File: src/hw/rtl/dlpm_pkg.sv
`timescale 1ns / 1ps

package dlpm_pkg;

	// Widths fixed by the item fields.
	localparam int unsigned STATE_BITS  = 8;
	localparam int unsigned CHAR_BITS   = 7;
	localparam int unsigned KIND_BITS   = 2;
	localparam int unsigned BRANCH_BITS = 4;
	localparam int unsigned LENGTH_BITS = 16;

	// Table geometry.
	localparam int unsigned STATE_COUNT  = 256;
	localparam int unsigned CHAR_COUNT   = 128;
	localparam int unsigned BRANCH_COUNT = 15;
	localparam int unsigned TRANS_DEPTH  = STATE_COUNT * CHAR_COUNT;

	// Result queue.
	localparam int unsigned FIFO_DEPTH = 4;
	localparam int unsigned FIFO_PTR_BITS = $clog2(FIFO_DEPTH);
	localparam int unsigned LEVEL_BITS = $clog2(FIFO_DEPTH + 1);

	// Item kinds.
	localparam logic [KIND_BITS-1:0] KIND_TRANS  = 2'd0;
	localparam logic [KIND_BITS-1:0] KIND_ACTION = 2'd1;
	localparam logic [KIND_BITS-1:0] KIND_TEXT   = 2'd2;

	typedef struct packed {
		logic                   dead;
		logic [BRANCH_BITS-1:0] branch;
	} act_t;

	typedef struct packed {
		logic [LENGTH_BITS-1:0] match_length;
		logic [BRANCH_BITS-1:0] match_branch;
		logic                   hit_dead_state;
	} res_t;

endpackage

File: src/hw/rtl/dlpm_out_if.sv
`timescale 1ns / 1ps

interface dlpm_out_if import dlpm_pkg::*; ();
	logic                   valid;
	logic                   ready;
	logic [LENGTH_BITS-1:0] match_length;
	logic [BRANCH_BITS-1:0] match_branch;
	logic                   hit_dead_state;

	modport source (
		output valid, match_length, match_branch, hit_dead_state,
		input  ready
	);
	modport sink (
		input  valid, match_length, match_branch, hit_dead_state,
		output ready
	);
endinterface

File: src/hw/rtl/dlpm_out_fifo.sv
`timescale 1ns / 1ps

// Small result queue that parts the scan pipeline from the result consumer.
module dlpm_out_fifo import dlpm_pkg::*; (
	input  logic                  clk,
	input  logic                  arst_n,
	input  logic                  push,
	input  res_t                  push_data,
	output logic [LEVEL_BITS-1:0] level,
	dlpm_out_if.source            results
);

	res_t                     slot_q [FIFO_DEPTH];
	logic [FIFO_PTR_BITS-1:0] wr_ptr_q;
	logic [FIFO_PTR_BITS-1:0] rd_ptr_q;
	logic [LEVEL_BITS-1:0]    level_q;
	logic                     pop;

	assign pop   = results.valid && results.ready;
	assign level = level_q;

	always_ff @(posedge clk) begin
		if (push) slot_q[wr_ptr_q] <= push_data;
	end

	always_ff @(posedge clk or negedge arst_n) begin
		if (!arst_n) begin
			wr_ptr_q <= '0;
			rd_ptr_q <= '0;
			level_q  <= '0;
		end else begin
			if (push) wr_ptr_q <= wr_ptr_q + 1'b1;
			if (pop) rd_ptr_q <= rd_ptr_q + 1'b1;
			case ({push, pop})
				2'b10:   level_q <= level_q + 1'b1;
				2'b01:   level_q <= level_q - 1'b1;
				default: level_q <= level_q;
			endcase
		end
	end

	assign results.valid          = (level_q != '0);
	assign results.match_length   = slot_q[rd_ptr_q].match_length;
	assign results.match_branch   = slot_q[rd_ptr_q].match_branch;
	assign results.hit_dead_state = slot_q[rd_ptr_q].hit_dead_state;

endmodule

File: src/flat_wrapper.sv
// flat-port wrapper written by rule: the top's interface ports become plain ports
module dlpm_out_fifo_flat import dlpm_pkg::*;
  (clk, arst_n, push, push_data, level, results_valid, results_match_length, results_match_branch, results_hit_dead_state, results_ready);
  dlpm_out_if results_i ();
  input  logic clk;
  input  logic arst_n;
  input  logic push;
  input  res_t push_data;
  output logic [LEVEL_BITS-1:0] level;
  output wire logic [$bits(results_i.valid)-1:0] results_valid;
  output wire logic [$bits(results_i.match_length)-1:0] results_match_length;
  output wire logic [$bits(results_i.match_branch)-1:0] results_match_branch;
  output wire logic [$bits(results_i.hit_dead_state)-1:0] results_hit_dead_state;
  input wire logic [$bits(results_i.ready)-1:0] results_ready;
  assign results_valid = results_i.valid;
  assign results_match_length = results_i.match_length;
  assign results_match_branch = results_i.match_branch;
  assign results_hit_dead_state = results_i.hit_dead_state;
  assign results_i.ready = results_ready;
  dlpm_out_fifo u_core (.clk(clk), .arst_n(arst_n), .push(push), .push_data(push_data), .level(level), .results(results_i));
endmodule
File: config.mk
export PLATFORM = sky130hd
export DESIGN_NAME = dlpm_out_fifo_flat
export DESIGN_NICKNAME = d
export VERILOG_FILES = /design/src/hw/rtl/dlpm_pkg.sv /design/src/hw/rtl/dlpm_out_if.sv /design/src/hw/rtl/dlpm_out_fifo.sv /design/src/flat_wrapper.sv
export SDC_FILE = /design/constraint.sdc
export NUM_CORES = 1
export LEC_CHECK = 0
export ABC_AREA = 1
export BUFFER_PORTS_ARGS = -buffer_cell sky130_fd_sc_hd__clkbuf_2
export CELL_PAD_IN_SITES_DETAIL_PLACEMENT = 2
export CELL_PAD_IN_SITES_GLOBAL_PLACEMENT = 2
export CORE_UTILIZATION = 39
export DETAILED_ROUTE_END_ITERATION = 8
export PLACE_DENSITY_LB_ADDON = 0.15
export REMOVE_ABC_BUFFERS = 1
export SYNTH_ARGS = -nofsm -noshare
export SYNTH_HDL_FRONTEND = slang
export SYNTH_SLANG_ARGS = --single-unit
export TNS_END_PERCENT = 50
File: constraint.sdc
create_clock -name clk -period 2 [get_ports clk]
set_input_delay 0.2 -clock clk [delete_from_list [all_inputs] [get_ports clk]]
set_output_delay 0.2 -clock clk [all_outputs]
set_load 0.01 [all_outputs]
==> run metrics <==
status completed; Critical Path AT ~1600 ps; Clock Latency Late Sink 360 ps; # H-tree levels 3; count of final max-slew check failures 0; initial antenna violation count 0; Root Buffer clkbuf_8; #FFs+latches synth 91; CP dominant cell by count nand2_1; max incr delay on CP approximately 420 ps; post-synthesis simple-gate area fraction 0.08459; die height approximately 100 um; full die area approximately 10000 um2; GR Overflow Total 0; post-CTS repair timing setup buffer count 0; Port Buffer Count just under 50; GRT Resource Usage Total 0.1855; Fmax achieved 560.8 MHz; number of distinct library cells after synthesis 17; fin nets approximately 390; clock sink count 91; CP cell instances inv_2 -> buf_12 -> nand2_1 -> o211ai_1 -> nand2_1 -> clkbuf_2; Finished Core Util 0.4679; r2r setup slk approximately 250 ps; Slew HR 0.7460; Row Count 36; post-synthesis mux area share 0; Peak supply drop about 0.7 mV; Post-Synthesis Cells 301; RSZ-0062 raised after global routing no; layout cells sized above 1 0.2920; CTS tree done; post-layout min period ~1800 ps; DR iter-0 viols between 60 and 70; Ant. Diodes 0; Die X around 100 um; worst min path class primary input to register; via count ~2400; Final Cycle Share 0.8916; Vias/cell 4.825; fin cells roughly 500; Worst-path clk slew roughly 90 ps; worst slew pin tran 380.9 ps; xor and xnor area share after synthesis 0.004486; I/O Pins 50; vias in the first global route between 2000 and 3000; CP startpoint kind register; area delta synth->final 16.57%; maximum buffer depth of the clock tree 2; CP endpoint kind output pin; hpwl dp 5.722 mm; placed cell count roughly 480; reg2reg path depth 11; CP startpoint u_core.rd_ptr_q[0]$_DFFE_PN0P_; sequential fraction of the synthesis area 0.6908; Lkg Pwr between 1.5 and 2 nW; Finish-stage setup viols 0; largest net degree at the start of global routing 50; Initial Util 0.4014; Crit Path Class register to output pin; # DRC 0; Warnings, synthesis 0; Worst Path Max Fanout 49; worst endpoint required time 1800 ps; Synth Area in Compound Gates 0.1179; Setup TNS 0 ps; clock buffer count from CTS 9; drt pass-1 iters 4; worst hold start push_data[2]; syn_area_per_cell ~13 um2; Cell Area, Synth around 3900 um2; slowest library cell on the worst path dfrtp_1; first-pass GRT wire length 13.81 mm; Hold Path Cell Cnt 1; largest family of logic cells by synthesized area compound AO/OA/AOI/OAI gates; max capacitance violation total 0; DR WL/cell approximately 17 um; core area 9729 um2; hold endpoint u_core.slot_q[2][2]$_DFFE_PP_; final WL 8.507 mm; RR Endpoint u_core.level[2]$_DFFE_PN0P_; clock skew 13.84 ps; Hold Vio Cnt, Final 0; antenna-violating nets left 0; adder-cell share of the synthesized area 0.02115; RePlAce Congestion about 0.73; worst r2r src u_core.level[0]$_DFFE_PN0P_; Power Dens Cells approximately 1400 nW/um2
[per-stage QoR]
step / setup WS [ps] / hold slack [ps] / area [um2] / power [mW]
after detailed placement: 172.6 / 58.21 / 4343 / 5.305
final: 216.8 / 57.09 / 4552 / 6.432
after global routing: 65.91 / 45.86 / 4552 / 6.899
after floorplan: 195.2 / -95.59 / 3806 / 4.173
after global placement: 293.8 / 54.40 / 4343 / 5.166
after CTS: 157.7 / 45.38 / 4547 / 6.562
[state kept, by name, summed over array words and instances, names as in the netlist]
name             count
u_core.slot_q       84
u_core.level         3
u_core.rd_ptr_q      2
u_core.wr_ptr_q      2
[worst max-delay path by stage]
| stage | slack [ps] | endpoint | cells past startpoint |
|---|---|---|---|
| 3_3_place_gp | 290 | u_core.level[2]$_DFFE_PN0P_ | 11 |
| 3_5_place_dp | 170 | u_core.level[2]$_DFFE_PN0P_ | 11 |
| 4_1_cts | 160 | u_core.level[2]$_DFFE_PN0P_ | 11 |
| 5_1_grt | 70 | u_core.level[2]$_DFFE_PN0P_ | 11 |
| 6_report | 220 | results_match_length[8] | 6 |
| 2_1_floorplan | 200 | results_match_length[0] | 4 |
[worst max-delay path: cells and delay by family, from the launching register on]
kind / cells / cell delay (ps)
buffers and inverters: 3 / 510
DFF: 1 / 420
and+or+nand+nor: 2 / 190
AOI/OAI and AO/OA: 1 / 90
[power by group]
part,internal [mW],switching (mW)
logic,0.915,1.62
clock network,0.578,0.658
registers,2.51,0.156
total,4.00,2.43
[synth_stat cells]
master    number  area, um2
o21ai_0        2      10.01
ha_1           5      62.56
edfxtp_1      84       2522
inv_2          4      15.01
o211ai_2      27      337.8
xnor2_1        1      8.760
nand2_1       81      304.0
nand4_1        1      6.260
inv_1         54      202.7
dfrtp_1        7      175.2
buf_2          7      35.03
xor2_1         1      8.760
fa_1           1      20.02
nand3_1        4      20.02
clkbuf_1       2      7.510
o211ai_1      15      112.6
buf_6          5      56.30
[cell type report]
type / instances / area [um2]
flip-flops and latches: 91 / 2698
repair buffers: 60 / 380.4
fillers: 996 / 5177
clock inverters: 6 / 66.31
inverters: 58 / 217.7
clock buffers: 10 / 127.6
well taps: 133 / 166.4
multi-input cells: 138 / 895.9
[layout by cell type, fill, tap and decap left out, types with 4 or more instances in the layout]
| cell type | netlist | routed |
|---|---|---|
| clkbuf_2 | 0 | 49 |
| inv_1 | 54 | 54 |
| o211ai_2 | 27 | 27 |
| clkbuf_8 | 0 | 9 |
| inv_2 | 4 | 4 |
| buf_4 | 0 | 6 |
| ha_1 | 5 | 5 |
| buf_12 | 0 | 4 |
| nand2_1 | 81 | 81 |
| dfrtp_1 | 7 | 7 |
| o211ai_1 | 15 | 15 |
| edfxtp_1 | 84 | 84 |
[timing repair]
item	in CTS	in global routing
resized for setup	0	1
setup endpoints to repair	0	1
endpoints found under the hold margin	7	0
hold buffers	1	0
[cells by family (layout without fill, tap and decap cells)]
logic type / Yosys count / after routing
AND/OR/NAND/NOR: 86 / 86
adder cells (fa/ha/maj): 6 / 6
AO/OA/AOI/OAI: 44 / 44
flip-flops: 91 / 91
buffers and inverters: 72 / 134
XOR/XNOR: 2 / 2
[layer usage]
metal  share of wire  GRT usage
met1            0.42     0.2191
met4           0.016    0.07253
met5               0          0
met3           0.025    0.03625
met2            0.54     0.3325
Note: power is estimated with default switching activity, not from simulation.
